===== src/rtl/rle_delta_halfword_decoder_core_defines.svh =====
// ----------------------------------------------------------------------------
// RLE delta halfword decoder - assertion macros
// Shared property wrappers; define NO_ASSERTIONS to compile them away.
// ----------------------------------------------------------------------------
`ifndef RLE_DELTA_HALFWORD_DECODER_CORE_DEFINES_SVH
`define RLE_DELTA_HALFWORD_DECODER_CORE_DEFINES_SVH

`ifndef NO_ASSERTIONS
// Same-cycle implication, sampled on clk, muted during reset.
`define RLDH_ASSERT_IMP(lbl, ante, cons, msg) \
  lbl: assert property (@(posedge clk) disable iff (!rst_n) (ante) |-> (cons)) \
    else $error(msg);
// Next-cycle implication, sampled on clk, muted during reset.
`define RLDH_ASSERT_NXT(lbl, ante, cons, msg) \
  lbl: assert property (@(posedge clk) disable iff (!rst_n) (ante) |=> (cons)) \
    else $error(msg);
`else
`define RLDH_ASSERT_IMP(lbl, ante, cons, msg)
`define RLDH_ASSERT_NXT(lbl, ante, cons, msg)
`endif

`endif


===== src/rtl/rldh_pkg.sv =====
// ----------------------------------------------------------------------------
// rldh_pkg
// Shared types and constants of the RLE delta halfword decoder.
// ----------------------------------------------------------------------------
`default_nettype none

package rldh_pkg;

  localparam int WORD_W   = 16;
  localparam int BYTE_W   = 8;
  localparam int REP_W    = 9;
  localparam int BUD_W    = 10;

  localparam logic [REP_W-1:0]  FULL_RUN      = REP_W'(256);
  localparam logic [BYTE_W-1:0] BUDGET_RESET  = 8'h7f;
  localparam int                MODE_FILL_BIT = 15;
  localparam int                MODE_DELTA_BIT = 14;

  // Front-to-back queue
  localparam int QDEPTH = 2;
  localparam int PTR_W  = (QDEPTH > 1) ? $clog2(QDEPTH) : 1;
  localparam int CNT_W  = $clog2(QDEPTH + 1);

  typedef enum logic [2:0] {
    PH_FIRST_HEADER = 3'd0,
    PH_HEADER       = 3'd1,
    PH_FILL_VALUE   = 3'd2,
    PH_DELTA_START  = 3'd3,
    PH_DELTA_PAIRS  = 3'd4,
    PH_RAW          = 3'd5
  } phase_t;

  typedef enum logic [1:0] {
    OP_COPY   = 2'd0,  // value is the word itself
    OP_START  = 2'd1,  // load accumulator with the word
    OP_PAIR   = 2'd2,  // two deltas, two outputs
    OP_SINGLE = 2'd3   // low-byte delta only
  } op_t;

  typedef struct packed {
    op_t               op;
    logic [WORD_W-1:0] word;
    logic [REP_W-1:0]  rep;
    logic              last;
  } entry_t;

endpackage

`default_nettype wire


===== src/rtl/rldh_if.sv =====
// ----------------------------------------------------------------------------
// rldh channel interfaces
// Valid/ready channels for stream words, decoded results and the budget write.
// ----------------------------------------------------------------------------
`default_nettype none

interface rldh_in_if;
  logic        valid;
  logic        ready;
  logic [15:0] stream_word;

  modport source (output valid, output stream_word, input ready);
  modport sink   (input valid, input stream_word, output ready);
endinterface

interface rldh_out_if;
  logic        valid;
  logic        ready;
  logic [15:0] value;
  logic [8:0]  repeat_res;
  logic        record_last;

  modport source (output valid, output value, output repeat_res, output record_last,
                  input ready);
  modport sink   (input valid, input value, input repeat_res, input record_last,
                  output ready);
endinterface

interface rldh_cfg_if;
  logic       valid;
  logic       ready;
  logic [7:0] record_budget;

  modport source (output valid, output record_budget, input ready);
  modport sink   (input valid, input record_budget, output ready);
endinterface

`default_nettype wire


===== src/rtl/rldh_front.sv =====
// ----------------------------------------------------------------------------
// rldh_front
// Parses the token stream, tracks budget and run counts, queues work entries.
// ----------------------------------------------------------------------------
`default_nettype none

module rldh_front (
  input  wire logic                           clk,
  input  wire logic                           rst_n,
  input  wire logic                           in_valid,
  output logic                                in_ready,
  input  wire logic [rldh_pkg::WORD_W-1:0]    in_word,
  input  wire logic [rldh_pkg::BYTE_W-1:0]    record_budget,
  output logic                                push,
  output rldh_pkg::entry_t                    push_data,
  input  wire logic                           full
);

  rldh_pkg::phase_t                 phase_r, phase_nxt;
  logic [rldh_pkg::REP_W-1:0]       remaining_r, remaining_nxt;
  logic [rldh_pkg::BUD_W-1:0]       budget_r, budget_nxt;
  logic [rldh_pkg::BUD_W-1:0]       bud_base;
  logic [rldh_pkg::BYTE_W-1:0]      cnt;
  logic [rldh_pkg::REP_W-1:0]       rem_m1, rem_m2;
  logic                             neg, take;
  rldh_pkg::phase_t                 fin_phase;

  assign in_ready  = !full;
  assign take      = in_valid && in_ready;
  assign cnt       = in_word[rldh_pkg::BYTE_W-1:0];
  assign neg       = budget_r[rldh_pkg::BUD_W-1];
  assign rem_m1    = remaining_r - rldh_pkg::REP_W'(1);
  assign rem_m2    = remaining_r - rldh_pkg::REP_W'(2);
  assign fin_phase = neg ? rldh_pkg::PH_FIRST_HEADER : rldh_pkg::PH_HEADER;
  assign bud_base  = (phase_r == rldh_pkg::PH_FIRST_HEADER) ?
                     rldh_pkg::BUD_W'(record_budget) : budget_r;

  // Next state
  always_comb begin
    phase_nxt = phase_r;
    if (take) begin
      unique case (phase_r) inside
        rldh_pkg::PH_FIRST_HEADER, rldh_pkg::PH_HEADER: begin
          if (in_word[rldh_pkg::MODE_FILL_BIT])       phase_nxt = rldh_pkg::PH_FILL_VALUE;
          else if (in_word[rldh_pkg::MODE_DELTA_BIT]) phase_nxt = rldh_pkg::PH_DELTA_START;
          else                                        phase_nxt = rldh_pkg::PH_RAW;
        end
        rldh_pkg::PH_FILL_VALUE: phase_nxt = fin_phase;
        rldh_pkg::PH_DELTA_START: begin
          phase_nxt = (rem_m1 == '0) ? fin_phase : rldh_pkg::PH_DELTA_PAIRS;
        end
        rldh_pkg::PH_DELTA_PAIRS: begin
          if (remaining_r < rldh_pkg::REP_W'(2) || rem_m2 == '0) phase_nxt = fin_phase;
        end
        rldh_pkg::PH_RAW: begin
          if (rem_m1 == '0) phase_nxt = fin_phase;
        end
        default: phase_nxt = rldh_pkg::PH_FIRST_HEADER;
      endcase
    end
  end

  // Counters and queue entry
  always_comb begin
    remaining_nxt = remaining_r;
    budget_nxt    = budget_r;
    push          = 1'b0;
    push_data     = '{op: rldh_pkg::OP_COPY, word: in_word,
                      rep: rldh_pkg::REP_W'(1), last: 1'b0};
    if (take) begin
      unique case (phase_r) inside
        rldh_pkg::PH_FIRST_HEADER, rldh_pkg::PH_HEADER: begin
          budget_nxt    = bud_base - rldh_pkg::BUD_W'(cnt);
          remaining_nxt = (cnt == '0) ? rldh_pkg::FULL_RUN : rldh_pkg::REP_W'(cnt);
        end
        rldh_pkg::PH_FILL_VALUE: begin
          push           = 1'b1;
          push_data.rep  = remaining_r;
          push_data.last = neg;
          remaining_nxt  = '0;
        end
        rldh_pkg::PH_DELTA_START: begin
          push           = 1'b1;
          push_data.op   = rldh_pkg::OP_START;
          push_data.last = (rem_m1 == '0) && neg;
          remaining_nxt  = rem_m1;
        end
        rldh_pkg::PH_DELTA_PAIRS: begin
          push = 1'b1;
          if (remaining_r >= rldh_pkg::REP_W'(2)) begin
            push_data.op   = rldh_pkg::OP_PAIR;
            push_data.last = (rem_m2 == '0) && neg;
            remaining_nxt  = rem_m2;
          end else begin
            push_data.op   = rldh_pkg::OP_SINGLE;
            push_data.last = neg;
            remaining_nxt  = '0;
          end
        end
        rldh_pkg::PH_RAW: begin
          push           = 1'b1;
          push_data.last = (rem_m1 == '0) && neg;
          remaining_nxt  = rem_m1;
        end
        default: push = 1'b0;
      endcase
    end
  end

  always_ff @(posedge clk) begin
    if (!rst_n) begin
      phase_r     <= rldh_pkg::PH_FIRST_HEADER;
      remaining_r <= '0;
      budget_r    <= rldh_pkg::BUD_W'(rldh_pkg::BUDGET_RESET);
    end else begin
      phase_r     <= phase_nxt;
      remaining_r <= remaining_nxt;
      budget_r    <= budget_nxt;
    end
  end

endmodule

`default_nettype wire


===== src/rtl/rldh_fifo.sv =====
// ----------------------------------------------------------------------------
// rldh_fifo
// Short entry queue between the token parser and the output stage.
// ----------------------------------------------------------------------------
`default_nettype none

module rldh_fifo (
  input  wire logic             clk,
  input  wire logic             rst_n,
  input  wire logic             push,
  input  wire rldh_pkg::entry_t push_data,
  input  wire logic             pop,
  output rldh_pkg::entry_t      pop_data,
  output logic                  empty,
  output logic                  full
);

  rldh_pkg::entry_t                mem_r [rldh_pkg::QDEPTH];
  logic [rldh_pkg::PTR_W-1:0]      wr_ptr_r, rd_ptr_r;
  logic [rldh_pkg::CNT_W-1:0]      count_r;

  assign empty    = (count_r == '0);
  assign full     = (count_r == rldh_pkg::CNT_W'(rldh_pkg::QDEPTH));
  assign pop_data = mem_r[rd_ptr_r];

  function automatic logic [rldh_pkg::PTR_W-1:0] bump(input logic [rldh_pkg::PTR_W-1:0] p);
    return (p == rldh_pkg::PTR_W'(rldh_pkg::QDEPTH - 1)) ? '0 : p + rldh_pkg::PTR_W'(1);
  endfunction

  always_ff @(posedge clk) begin
    if (push) mem_r[wr_ptr_r] <= push_data;
  end

  always_ff @(posedge clk) begin
    if (!rst_n) begin
      wr_ptr_r <= '0;
      rd_ptr_r <= '0;
      count_r  <= '0;
    end else begin
      if (push) wr_ptr_r <= bump(wr_ptr_r);
      if (pop)  rd_ptr_r <= bump(rd_ptr_r);
      if (push && !pop)      count_r <= count_r + rldh_pkg::CNT_W'(1);
      else if (pop && !push) count_r <= count_r - rldh_pkg::CNT_W'(1);
    end
  end

endmodule

`default_nettype wire


===== src/rtl/rldh_back.sv =====
// ----------------------------------------------------------------------------
// rldh_back
// Runs queued entries: delta accumulation, pair split and the output register.
// ----------------------------------------------------------------------------
`default_nettype none

module rldh_back (
  input  wire logic                         clk,
  input  wire logic                         rst_n,
  input  wire rldh_pkg::entry_t             head,
  input  wire logic                         empty,
  output logic                              pop,
  output logic                              out_valid,
  input  wire logic                         out_ready,
  output logic [rldh_pkg::WORD_W-1:0]       out_value,
  output logic [rldh_pkg::REP_W-1:0]        out_rep,
  output logic                              out_last
);

  logic                           out_valid_r, out_valid_nxt;
  logic [rldh_pkg::WORD_W-1:0]    value_r, value_nxt;
  logic [rldh_pkg::REP_W-1:0]     rep_r, rep_nxt;
  logic                           last_r, last_nxt;
  logic [rldh_pkg::WORD_W-1:0]    acc_r, acc_nxt;
  logic                           second_r, second_nxt;
  logic                           load, take;
  logic [rldh_pkg::WORD_W-1:0]    sum_lo, sum_hi;

  assign load   = !out_valid_r || out_ready;
  assign take   = load && !empty;
  assign sum_lo = acc_r + {{rldh_pkg::BYTE_W{head.word[7]}}, head.word[7:0]};
  assign sum_hi = acc_r + {{rldh_pkg::BYTE_W{head.word[15]}}, head.word[15:8]};

  always_comb begin
    out_valid_nxt = out_valid_r;
    value_nxt     = value_r;
    rep_nxt       = rep_r;
    last_nxt      = last_r;
    acc_nxt       = acc_r;
    second_nxt    = second_r;
    pop           = 1'b0;
    if (take) begin
      out_valid_nxt = 1'b1;
      rep_nxt       = rldh_pkg::REP_W'(1);
      last_nxt      = head.last;
      pop           = 1'b1;
      unique case (head.op)
        rldh_pkg::OP_COPY: begin
          value_nxt = head.word;
          rep_nxt   = head.rep;
        end
        rldh_pkg::OP_START: begin
          value_nxt = head.word;
          acc_nxt   = head.word;
        end
        rldh_pkg::OP_SINGLE: begin
          value_nxt = sum_lo;
          acc_nxt   = sum_lo;
        end
        rldh_pkg::OP_PAIR: begin
          if (!second_r) begin
            // low delta first; hold the entry for the high delta
            value_nxt  = sum_lo;
            acc_nxt    = sum_lo;
            last_nxt   = 1'b0;
            second_nxt = 1'b1;
            pop        = 1'b0;
          end else begin
            value_nxt  = sum_hi;
            acc_nxt    = sum_hi;
            second_nxt = 1'b0;
          end
        end
        default: value_nxt = head.word;
      endcase
    end else if (out_ready) begin
      out_valid_nxt = 1'b0;
    end
  end

  always_ff @(posedge clk) begin
    if (!rst_n) begin
      out_valid_r <= 1'b0;
      second_r    <= 1'b0;
      acc_r       <= '0;
    end else begin
      out_valid_r <= out_valid_nxt;
      second_r    <= second_nxt;
      acc_r       <= acc_nxt;
    end
  end

  always_ff @(posedge clk) begin
    value_r <= value_nxt;
    rep_r   <= rep_nxt;
    last_r  <= last_nxt;
  end

  assign out_valid = out_valid_r;
  assign out_value = value_r;
  assign out_rep   = rep_r;
  assign out_last  = last_r;

endmodule

`default_nettype wire


===== src/rtl/rle_delta_halfword_decoder_core.sv =====
// ----------------------------------------------------------------------------
// rle_delta_halfword_decoder_core
// Run-length / delta decoder of a record's 16-bit token stream.
// ----------------------------------------------------------------------------
//
//   channel   dir  payload                              handshake
//   in_ch     in   stream_word[15:0]                    valid/ready
//   out_ch    out  value[15:0] repeat_res[8:0] last     valid/ready
//   cfg_ch    in   record_budget[7:0]                   valid/ready, ready=1
//
// One word is taken per cycle while the two-entry queue has room. Headers
// leave no entry; a delta pair word gives two outputs in the back
// stage, which holds that entry until both are out; every other data word gives one.
// Reset is synchronous (rst_n low): budget 127, parser awaits a record
// header, queue empty, output idle. No clearing pass is needed.
// Output stalls back up through the queue into in_ch.ready only.
// ----------------------------------------------------------------------------
`default_nettype none

`include "rle_delta_halfword_decoder_core_defines.svh"

module rle_delta_halfword_decoder_core (
  input  wire logic  clk,
  input  wire logic  rst_n,
  rldh_in_if.sink    in_ch,
  rldh_out_if.source out_ch,
  rldh_cfg_if.sink   cfg_ch
);

  logic [rldh_pkg::BYTE_W-1:0] budget_cfg_r;
  logic                        q_push, q_pop, q_empty, q_full;
  rldh_pkg::entry_t            q_in, q_head;

  // Budget register: always writable, picked up at the next record start.
  assign cfg_ch.ready = 1'b1;

  always_ff @(posedge clk) begin
    if (!rst_n) begin
      budget_cfg_r <= rldh_pkg::BUDGET_RESET;
    end else if (cfg_ch.valid) begin
      budget_cfg_r <= cfg_ch.record_budget;
    end
  end

  // Parse headers, track budget, classify data words.
  rldh_front u_front (
    .clk           (clk),
    .rst_n         (rst_n),
    .in_valid      (in_ch.valid),
    .in_ready      (in_ch.ready),
    .in_word       (in_ch.stream_word),
    .record_budget (budget_cfg_r),
    .push          (q_push),
    .push_data     (q_in),
    .full          (q_full)
  );

  // Decouple parser from output stage.
  rldh_fifo u_fifo (
    .clk       (clk),
    .rst_n     (rst_n),
    .push      (q_push),
    .push_data (q_in),
    .pop       (q_pop),
    .pop_data  (q_head),
    .empty     (q_empty),
    .full      (q_full)
  );

  // Accumulate deltas, split pairs, drive the output register.
  rldh_back u_back (
    .clk       (clk),
    .rst_n     (rst_n),
    .head      (q_head),
    .empty     (q_empty),
    .pop       (q_pop),
    .out_valid (out_ch.valid),
    .out_ready (out_ch.ready),
    .out_value (out_ch.value),
    .out_rep   (out_ch.repeat_res),
    .out_last  (out_ch.record_last)
  );

  // Queue must never overflow nor be read empty.
  `RLDH_ASSERT_IMP(a_q_no_overflow, q_push, !q_full || q_pop, "queue push while full")
  `RLDH_ASSERT_IMP(a_q_no_underflow, q_pop, !q_empty, "queue pop while empty")
  // A queue entry always leads to a valid output on the next cycle.
  `RLDH_ASSERT_NXT(a_pop_shows_out, q_pop, out_ch.valid, "popped entry not presented")

endmodule

`default_nettype wire

===== src/flat_wrapper.sv =====
// flat-port wrapper written by rule: the top's interface ports become plain ports
module rle_delta_halfword_decoder_core_flat 
  (clk, rst_n, in_ch_valid, in_ch_stream_word, in_ch_ready, out_ch_valid, out_ch_value, out_ch_repeat_res, out_ch_record_last, out_ch_ready, cfg_ch_valid, cfg_ch_record_budget, cfg_ch_ready);
  rldh_in_if in_ch_i ();
  rldh_out_if out_ch_i ();
  rldh_cfg_if cfg_ch_i ();
  input  wire logic clk;
  input  wire logic rst_n;
  input wire logic [$bits(in_ch_i.valid)-1:0] in_ch_valid;
  input wire logic [$bits(in_ch_i.stream_word)-1:0] in_ch_stream_word;
  output wire logic [$bits(in_ch_i.ready)-1:0] in_ch_ready;
  output wire logic [$bits(out_ch_i.valid)-1:0] out_ch_valid;
  output wire logic [$bits(out_ch_i.value)-1:0] out_ch_value;
  output wire logic [$bits(out_ch_i.repeat_res)-1:0] out_ch_repeat_res;
  output wire logic [$bits(out_ch_i.record_last)-1:0] out_ch_record_last;
  input wire logic [$bits(out_ch_i.ready)-1:0] out_ch_ready;
  input wire logic [$bits(cfg_ch_i.valid)-1:0] cfg_ch_valid;
  input wire logic [$bits(cfg_ch_i.record_budget)-1:0] cfg_ch_record_budget;
  output wire logic [$bits(cfg_ch_i.ready)-1:0] cfg_ch_ready;
  assign in_ch_i.valid = in_ch_valid;
  assign in_ch_i.stream_word = in_ch_stream_word;
  assign in_ch_ready = in_ch_i.ready;
  assign out_ch_valid = out_ch_i.valid;
  assign out_ch_value = out_ch_i.value;
  assign out_ch_repeat_res = out_ch_i.repeat_res;
  assign out_ch_record_last = out_ch_i.record_last;
  assign out_ch_i.ready = out_ch_ready;
  assign cfg_ch_i.valid = cfg_ch_valid;
  assign cfg_ch_i.record_budget = cfg_ch_record_budget;
  assign cfg_ch_ready = cfg_ch_i.ready;
  rle_delta_halfword_decoder_core u_core (.clk(clk), .rst_n(rst_n), .in_ch(in_ch_i), .out_ch(out_ch_i), .cfg_ch(cfg_ch_i));
endmodule

===== config.mk =====
export PLATFORM = sky130hd
export DESIGN_NAME = rle_delta_halfword_decoder_core_flat
export DESIGN_NICKNAME = d
export VERILOG_FILES = /design/src/rtl/rldh_pkg.sv /design/src/rtl/rldh_if.sv /design/src/rtl/rldh_front.sv /design/src/rtl/rldh_fifo.sv /design/src/rtl/rldh_back.sv /design/src/rtl/rle_delta_halfword_decoder_core.sv /design/src/flat_wrapper.sv
export VERILOG_INCLUDE_DIRS = /design/src /design/src/rtl
export SDC_FILE = /design/constraint.sdc
export NUM_CORES = 1
export LEC_CHECK = 0
export BUFFER_PORTS_ARGS = -buffer_cell sky130_fd_sc_hd__buf_2
export CAP_MARGIN = 20
export CORE_ASPECT_RATIO = 0.75
export CORE_UTILIZATION = 60
export DETAILED_ROUTE_END_ITERATION = 10
export PLACE_DENSITY_LB_ADDON = 0.2
export SYNTH_ARGS = -nofsm -noshare
export SYNTH_HDL_FRONTEND = slang
export SYNTH_SLANG_ARGS = --single-unit

===== constraint.sdc =====
create_clock -name clk -period 9.2 [get_ports clk]
set_clock_uncertainty 0.2 [all_clocks]
set_input_delay 0.46 -clock clk [delete_from_list [all_inputs] [get_ports clk]]
set_output_delay 0.46 -clock clk [all_outputs]
set_load 0.01 [all_outputs]

==> impl_metrics.yaml, run 1 <==
cts:
  path_clk_slew_ps: 60
  cts_setup_buffers: 0
  ctsLongestPathBuffers: 2
  postCtsResizedCells: 0
  clk_latency_ps: 430
  clock_sink_count: 135
  cts_hold_buf: 0
  cts_root_buf: "clkbuf_16"
  cts_tree: "done"
  htree_levels: 4
  cts_made_buffers: 17
finish:
  area.growth.synth_to_final_pct: 12.3
  post-route-util: 0.701
  fill_cells: 966
  drive_gt1_frac: 0.144
  antenna_cells: 0
  final_nets: 914
run:
  cap_violations: 0
global_route:
  use_met3: 0.0809
  top_usage_layer: "met1"
  grt_pass1_wl_um: 31900
  antenna_found_initial: 0
  grt_util_all_layers: 0.315
  overflow: 0
  use_met2: 0.448
  met1_usage: 0.466
  grt_max_degree: 33
  grt_pass1_vias: 6004
place:
  place_hpwl_um: 14500
  gp_congestion: 0.939
  port_buffers: 56
  pre_cts_slack_ps: 4870
sta:
  hold_viol: 0
  slew_headroom: 0.335
  rsz0062_at_grt: "no"
  report.final.slew_viol_count: 0
  period_share: 0.476
  timing.fmax_mhz: 228
  timing.final.ws_setup_ps: 4820
  period_minus_slack_ps: 4380
  whs_ps: 21.0
  finalSetupViolations: 0
  setup_tns_ps: 0
  worst_pin_slew_ps: 997
worst_setup_path:
  cpMaxStageDelayCell: "dfxtp_1"
  cp-start-kind: "flip-flop"
  worstSetupEndpointType: "flip-flop"
  cpPeakStageDelay_ps: 860
  crit_fanout: 19
  critPathKind: "reg -> reg"
  cp_cell_sequence: "buf_4, mux2_2, ha_1, fa_1, a21oi_1, nor3_1, nor3b_1, xnor2_1, a221oi_1, inv_1"
  cp.arrival_ps: 4340
  cp.required_ps: 9160
  reg2reg_depth: 10
min_path:
  whs_path_depth: 1
  hp-start: "in_ch_stream_word[9]"
  hp-class: "in -> reg"
power:
  power_frac_seq: 0.318
  power_frac_comb: 0.452
  power.switching_w: 0.00119
  pwr-share-clk: 0.231
  ir_drop_mv: 0.178
  p_leak_nw: 3.50
  swShare: 0.410
  intPower_w: 0.00171
  total_power_w: 0.00290
  powerDensity_nw_per_um2: 331
die:
  io_pins: 58
  start_util: 0.624
  dieWidth_um: 134
  rows: 35
  core_area_um2: 12500
  dieArea_um2: 13400
  die_h_um: 101
synth:
  ys.flop_type: "edfxtp_1"
  yosys_register_bits: 135
  synth_async_sr_flop_share: 0
  syn_inst: 795
  synth-edff-count: 82
  yosysTopAreaCell: "edfxtp_1"
  syn-cell-area_um2: 7790
  ys_warn_count: 0
  ys_types: 72
  yosys-top-cells-count: "82 x edfxtp_1, 82 x nand2_1, 59 x nor2_1"
  syn_area_per_cell_um2: 9.80
  synth_area_leaders: "edfxtp_1 32%, dfxtp_1 14%, ha_1 6.9%"
  yosysSeqAreaShare: 0.452
  synth_nets: 870
  yosys.area.top_type_share: 0.316
drt:
  firstDrtPassIters: 5
  wl_per_cell_um: 19.8
  via_per_inst: 6.44
  ant_nets: 0
  vias: 6553
  wirelength_um: 20100
  dr.first_iter.drc_count: 554
  drc: 0
status:
  status: "finished, final reports clean"
[cell families after synthesis]
logic type | count (synthesis) | synth area share
flops | 135 | 0.452
mux | 45 | 0.0604
fa+ha+maj | 46 | 0.0768
other cells | 1 | 0.000481
compound gates | 210 | 0.181
xor+xnor | 29 | 0.0326
buf+inv | 69 | 0.0357
simple gates | 260 | 0.161
[area by class of cell]
type / instances / area [um^2] / share of cell area
Multi-Input combinational cell: 591 / 4000 / 0.457
Sequential cell: 135 / 3520 / 0.403
Clock buffer: 18 / 429 / 0.0490
Timing Repair Buffer: 61 / 318 / 0.0363
Tap cell: 166 / 208 / 0.0237
Clock inverter: 14 / 151 / 0.0173
Inverter: 33 / 124 / 0.0142
[power groups by stage]
stage,clock (W),sequential (W),combinational [W]
after global routing,0.000697,0.000933,0.00144
final,0.000668,0.000920,0.00131
after floorplan,0,0.000899,0.000957
after detailed placement,0,0.000926,0.00126
after CTS,0.000674,0.000916,0.00128
after global placement,0,0.000922,0.00123
[path summary, 6_finish.rpt]
| path | end | slack [ps] |
|---|---|---|
| worst max-delay path | u_core.u_back.out_value[8] | 4820 |
| worst max register to register | u_core.u_back.out_value[8] | 4820 |
| worst min register to register | u_core.budget_cfg_r[3] | 280 |
| worst min-delay path | u_core.u_fifo.mem_r[1][19] | 20 |
[worst max-delay path, delay by kind of cell (launching register included)]
kind                     cells  cell delay, ps
multiplexers                 1             400
buffers and inverters        2             500
AND/OR/NAND/NOR              2             620
AO/OA/AOI/OAI                2             770
XOR/XNOR                     1             130
flip-flops                   1             860
adder cells (fa/ha/maj)      2             620
[sequential cells by signal (all words and copies together) (netlist names), named ones only]
name                        flops
u_core.u_fifo.count_r           2
u_core.u_front.remaining_r      9
u_core.u_fifo.wr_ptr_r          1
u_core.u_front.phase_r          3
u_core.u_back.second_r          1
u_core.u_back.out_valid         1
u_core.u_back.acc_r            16
u_core.budget_cfg_r             8
u_core.u_back.out_value        16
u_core.u_fifo.rd_ptr_r          1
u_core.u_fifo.mem_r            56
u_core.u_back.out_rep           9
u_core.u_front.budget_r        10
u_core.u_back.out_last          1
[per-stage QoR]
step / cell area, um^2 / std cells
floorplan: 7790 / 795
global placement: 8170 / 986
detailed placement: 8170 / 986
CTS: 8750 / 1018
global route: 8750 / 1018
finish: 8750 / 1018
[layer usage]
metal | vias to the layer above | share of wire
met1 | 3114 | 0.45
met4 | 0 | 0.014
met3 | 22 | 0.11
met2 | 350 | 0.42
met5 | - | 0
li1 | 3067 | -
[cell usage in the layout (no fill, tap or decap), types with 6 or more instances in the layout]
| cell | netlist | layout |
|---|---|---|
| a211oi_1 | 10 | 10 |
| mux2i_1 | 29 | 29 |
| ha_1 | 43 | 43 |
| nor3_1 | 25 | 24 |
| dfxtp_1 | 53 | 53 |
| nand3_1 | 21 | 21 |
| nor2_1 | 59 | 58 |
| o211ai_1 | 10 | 10 |
| o221ai_1 | 6 | 6 |
| nor2b_1 | 8 | 8 |
| and2_1 | 13 | 13 |
| mux2_2 | 16 | 16 |
| a22oi_1 | 6 | 6 |
| a31oi_1 | 15 | 15 |
| a21o_1 | 8 | 8 |
| a211o_1 | 7 | 7 |
| xnor2_1 | 18 | 18 |
| o21a_1 | 13 | 13 |
| nor4_1 | 12 | 12 |
| a21oi_1 | 47 | 47 |
| or3_1 | 7 | 7 |
| buf_2 | 9 | 56 |
| inv_1 | 33 | 33 |
| o21ai_0 | 45 | 45 |
| clkbuf_16 | 0 | 17 |
| nand2_1 | 82 | 82 |
| edfxtp_1 | 82 | 82 |
| xor2_1 | 11 | 11 |
Note: power is estimated with default switching activity, not from simulation.
==> run 2: changes to the inputs <==
Clock period 9.2 ns to 4.14 ns, I/O delays scaled along.
==> run 2 against run 1 <==
Compared with the run above:
- highest routed layer unchanged
- global-route usage increased by 1.7 points
- critical path type unchanged
- sequential share of layout area shrank 1.6 points
- first-iteration DRC count is 40% higher
- via count rose by 3.8%
- clock power increased by 120%
==> impl_metrics.yaml, run 2 (same netlist as run 1, synthesis figures left out) <==
sta:
  worst_pin_slew_ps: 1060
  whs_ps: 26.7
  period_minus_slack_ps: 3790
  report.final.slew_viol_count: 0
  period_share: 0.915
  rsz0062_at_grt: "no"
  finalSetupViolations: 0
  hold_viol: 0
  timing.fmax_mhz: 264
  slew_headroom: 0.281
  setup_tns_ps: 0
place:
  gp_congestion: 0.956
  place_hpwl_um: 15200
  port_buffers: 56
  placedCellCount: 994
power:
  powerDensity_nw_per_um2: 721
  p_leak_nw: 3.67
  ir_drop_mv: 0.431
die:
  io_pins: 58
  core_area_um2: 12500
  die_h_um: 101
  start_util: 0.624
  dieArea_um2: 13400
  rows: 35
  dieWidth_um: 134
global_route:
  antenna_found_initial: 0
  grt_pass1_vias: 6183
  overflow: 0
  grt_util_all_layers: 0.332
  grt_pass1_wl_um: 33500
  grt_max_degree: 33
status:
  status: "finished, final reports clean"
finish:
  stdcell_count: 1057
  drive_gt1_frac: 0.149
  area.growth.synth_to_final_pct: 17.0
  post-route-util: 0.731
  final_cell_mix: "82 x nand2_1, 82 x edfxtp_1, 58 x nor2_1, 56 x buf_2, 53 x dfxtp_1"
  largest_reg_flops: 56
  final_nets: 953
  antenna_cells: 0
  fill_cells: 887
  top_register: "u_core.u_fifo.mem_r"
worst_setup_path:
  cp.required_ps: 4100
  crit_fanout: 21
  cp.arrival_ps: 3740
  critical_path_buf_inv_count: 2
  worstSetupEndpointType: "flip-flop"
  cp-start-kind: "flip-flop"
  cp_cell_sequence: "buf_4, mux2i_1, inv_1, ha_1, a211o_1, a21oi_1, o221ai_1, a21oi_1, mux2i_1, nand2_1"
  cp_top_family: "compound AO/OA/AOI/OAI gates"
  cpPeakStageDelay_ps: 440
  critPathKind: "reg -> reg"
  cpMaxStageDelayCell: "ha_1"
cts:
  ctsLongestPathBuffers: 2
  clk_latency_ps: 430
  postCtsResizedCells: 0
  cts_made_buffers: 17
  clock_sink_count: 135
  htree_levels: 4
  path_clk_slew_ps: 70
  cts_root_buf: "clkbuf_16"
  cts_setup_buffers: 0
  cts_tree: "done"
drt:
  wirelength_um: 21900
  wl_per_cell_um: 20.7
  firstDrtPassIters: 6
  drc: 0
  via_per_inst: 6.43
  ant_nets: 0
  vias: 6801
  dr.first_iter.drc_count: 776
min_path:
  hp-class: "in -> reg"
  hp-start: "cfg_ch_valid"
run:
  cap_violations: 0
==> run 2: metal layers <==
metal | share of wire | GRT usage | vias to the layer above
li1 | - | - | 3144
met4 | 0.0080 | 0.0769 | 0
met3 | 0.11 | 0.0835 | 17
met1 | 0.45 | 0.496 | 3277
met5 | 0 | 0 | -
met2 | 0.43 | 0.483 | 363
==> run 2: area by class of cell <==
class                      count  area [um^2]  share of cell area
clock buffer                  18          429              0.0471
clock inverter                14          128              0.0140
inverter                      33          124              0.0136
multi-input combinational    591         4000               0.439
sequential                   135         3520               0.386
tap                          166          208              0.0228
timing repair buffer         100          706              0.0774
==> run 2: power breakdown <==
| group | internal [W] | switching, W | total (W) |
|---|---|---|---|
| Sequential | 0.00179 | 0.000231 | 0.00202 |
| Combinational | 0.00119 | 0.00191 | 0.00310 |
| Clock | 0.000830 | 0.000613 | 0.00144 |
==> run 2: through the flow <==
step                setup slack, ps  power [W]  area, um^2
finish                          351    0.00657        9120
floorplan                       448    0.00413        7790
CTS                             405    0.00643        9090
global route                    147    0.00691        9120
global placement                536    0.00485        8230
detailed placement              446    0.00494        8230
==> run 2: path summary, 6_finish.rpt <==
path / slack [ps] / cells past startpoint / end
max: 350 / 10 / u_core.u_back.out_value[12]
min: 30 / 3 / u_core.budget_cfg_r[0]
max reg2reg: 350 / 10 / u_core.u_back.out_value[12]
min reg2reg: 300 / 2 / u_core.u_front.budget_r[4]
==> run 2: timing repair <==
action | 4_1_cts | 5_1_grt
hold buffers | 30 | 0
setup endpoints to repair | 0 | 0
endpoints found under the hold margin | 42 | 0
==> run 2: tightest hold or removal path, cell delays in order <==
cell and delay, ps:
buf_2 190, mux2i_1 160, nand2_1 60
==> run 3: changes to the inputs <==
Settings changed: ABC_AREA set to 1, SETUP_SLACK_MARGIN set to 0.4.
==> run 3 against run 2 <==
Compared with the run above:
- core utilization is 0.65 points lower
- area after synthesis grew 3.0%
- sequential power up 6%
- first-iteration DRC count is 12% lower
- register-to-register slack gained 700 ps
- clock power is 10% higher
- final area rose by 3.4%
- critical path type unchanged
- largest cell class unchanged
- largest power group unchanged
==> impl_metrics.yaml, run 3 <==
status:
  status: "finished, final reports clean"
power:
  powerDensity_nw_per_um2: 810
  p_leak_nw: 4.40
  ir_drop_mv: 0.566
synth:
  yosys-top-cells-count: "309 x nand2_1, 111 x inv_1, 104 x nor2_1"
  syn_area_per_cell_um2: 7.72
  synth_nets: 1114
  synth-edff-count: 82
  synth_area_leaders: "edfxtp_1 31%, nand2_1 14%, dfxtp_1 13%"
  yosys.area.top_type_share: 0.307
  ys_types: 49
  synth_async_sr_flop_share: 0
  yosysSeqAreaShare: 0.439
  yosysMostFrequentCell: "nand2_1"
  syn_inst: 1039
  yosysTopAreaCell: "edfxtp_1"
  yosys_register_bits: 135
  ys_warn_count: 0
  syn-cell-area_um2: 8020
  ys.flop_type: "edfxtp_1"
cts:
  ctsLongestPathBuffers: 2
  clock_sink_count: 135
  cts_tree: "done"
  cts_made_buffers: 17
  postCtsResizedCells: 0
  cts_root_buf: "clkbuf_16"
  clk_latency_ps: 430
  path_clk_slew_ps: 60
  htree_levels: 4
min_path:
  hp-start: "rst_n"
  hp-class: "in -> reg"
  min_delay_worst_endpoint: "u_core.budget_cfg_r[1]"
  whs_path_depth: 2
finish:
  top_register: "u_core.u_fifo.mem_r"
  area.growth.synth_to_final_pct: 17.5
  fill_cells: 1006
  drive_gt1_frac: 0.117
  post-route-util: 0.724
  final_nets: 1209
  final_cell_mix: "309 x nand2_1, 111 x inv_1, 102 x nor2_1, 86 x nand3_1, 82 x edfxtp_1"
  final_common_cell: "nand2_1"
  antenna_cells: 0
  largest_reg_flops: 56
sta:
  setup_tns_ps: 0
  hold_viol: 0
  timing.final.ws_setup_ps: 1050
  rsz0062_at_grt: "no"
  period_share: 0.746
  worst_pin_slew_ps: 1050
  timing.fmax_mhz: 324
  report.final.slew_viol_count: 0
  period_minus_slack_ps: 3090
  slew_headroom: 0.298
  finalSetupViolations: 0
global_route:
  grt_pass1_wl_um: 34100
  grt_max_degree: 29
  grt_util_all_layers: 0.330
  antenna_found_initial: 0
  grt_pass1_vias: 6602
  overflow: 0
place:
  port_buffers: 56
  gp_congestion: 1.02
  pre_cts_slack_ps: 1160
  place_hpwl_um: 15100
die:
  die_h_um: 102
  dieArea_um2: 13800
  start_util: 0.616
  core_area_um2: 13000
  io_pins: 58
  dieWidth_um: 136
  rows: 36
worst_setup_path:
  crit_top_cell: "nand2_1"
  critical_path_buf_inv_count: 1
  crit_fanout: 28
  cp_cell_sequence: "inv_2, nand2_1, nand2_1, ha_1, a21oi_1, o21ai_0, a21oi_1, nand2_1, nand2_1, nand3_1, nand3_1, nand2_1"
  rr_endpoint: "u_core.u_back.out_value[15]"
  cpPeakStageDelay_ps: 390
  r2r_setup_slack_ps: 1050
  cpMaxStageDelayCell: "ha_1"
  critPathKind: "reg -> reg"
  reg2reg_depth: 12
  cp_top_family: "simple AND/OR/NAND/NOR gates"
  cp-start-kind: "flip-flop"
  worstSetupEndpointType: "flip-flop"
  cp.arrival_ps: 3060
  cp.required_ps: 4110
drt:
  via_per_inst: 5.59
  drc: 0
  dr.first_iter.drc_count: 681
  vias: 7374
  ant_nets: 0
  firstDrtPassIters: 5
  wirelength_um: 21700
  wl_per_cell_um: 16.5
run:
  cap_violations: 0
-- run 3: changes by cell type in the layout (fill, tap and decap cells not counted), moves of 20 or more --
cell,previous run,this run
a21oi_1,47,67
nand3_1,21,86
mux2i_1,28,1
nand2_1,82,309
inv_1,33,111
nor2_1,58,102
-- run 3: per-layer routing --
layer / GRT usage / routed length [um] / up-vias
met5: 0 / 0 / -
met4: 0.0812 / 226 / 0
met3: 0.0744 / 2070 / 29
met2: 0.489 / 9290 / 341
met1: 0.487 / 10100 / 3379
li1: - / - / 3625
-- run 3: worst max-delay path by stage --
stage	from	to	slack, ps	cells after the start
final	flip-flop	u_core.u_back.out_value[15]	1050	12
after global routing	flip-flop	u_core.u_back.out_value[15]	830	12
after CTS	flip-flop	u_core.u_back.out_value[15]	1100	12
after detailed placement	flip-flop	u_core.u_back.out_value[15]	1160	12
after global placement	flip-flop	u_core.u_back.out_value[14]	1260	12
after floorplan	u_core.u_back.out_valid	u_core.u_fifo.count_r[1]	940	9
-- run 3: cell type report --
type                       instances  area [um^2]  share of cell area
clock buffer                      17          425              0.0451
multi-input combinational        761         3950               0.419
tap                              171          214              0.0227
inverter                         122          458              0.0486
timing repair buffer              97          671              0.0711
sequential                       135         3520               0.374
clock inverter                    15          190              0.0202
-- run 3: cells by family (layout without fill, tap and decap cells) --
kind of cell	Yosys count	count (layout)	synth area share
adders and majority gates	46	46	0.0745
AOI/OAI and AO/OA	147	147	0.102
muxes	1	1	0.00125
DFF	135	135	0.439
other	1	1	0.000467
and+or+nand+nor	545	545	0.287
buffers and inverters	143	251	0.0713
xor gates and xnor gates	21	21	0.0239
-- run 3: per-stage QoR --
step / std cells / power (W) / hold slack (ps) / cell area (um^2)
2_1_floorplan: 1039 / 0.00493 / 106 / 8020
3_3_place_gp: 1253 / 0.00583 / 197 / 8480
3_5_place_dp: 1253 / 0.00588 / 198 / 8480
4_1_cts: 1318 / 0.00753 / 70.9 / 9430
5_1_grt: 1318 / 0.00819 / 94.2 / 9430
6_report: 1318 / 0.00764 / 88.5 / 9430
-- run 3: timing repair --
action | 4_1_cts | 5_1_grt
hold buffers | 33 | 0
setup buffers | 0 | 0
endpoints found under the hold margin | 42 | 0
-- run 3: power by group --
| group | switching (W) | total [W] | internal (W) |
|---|---|---|---|
| logic | 0.00259 | 0.00390 | 0.00131 |
| clock network | 0.000626 | 0.00159 | 0.000960 |
| registers | 0.000255 | 0.00215 | 0.00189 |
| total | 0.00347 | 0.00764 | 0.00417 |
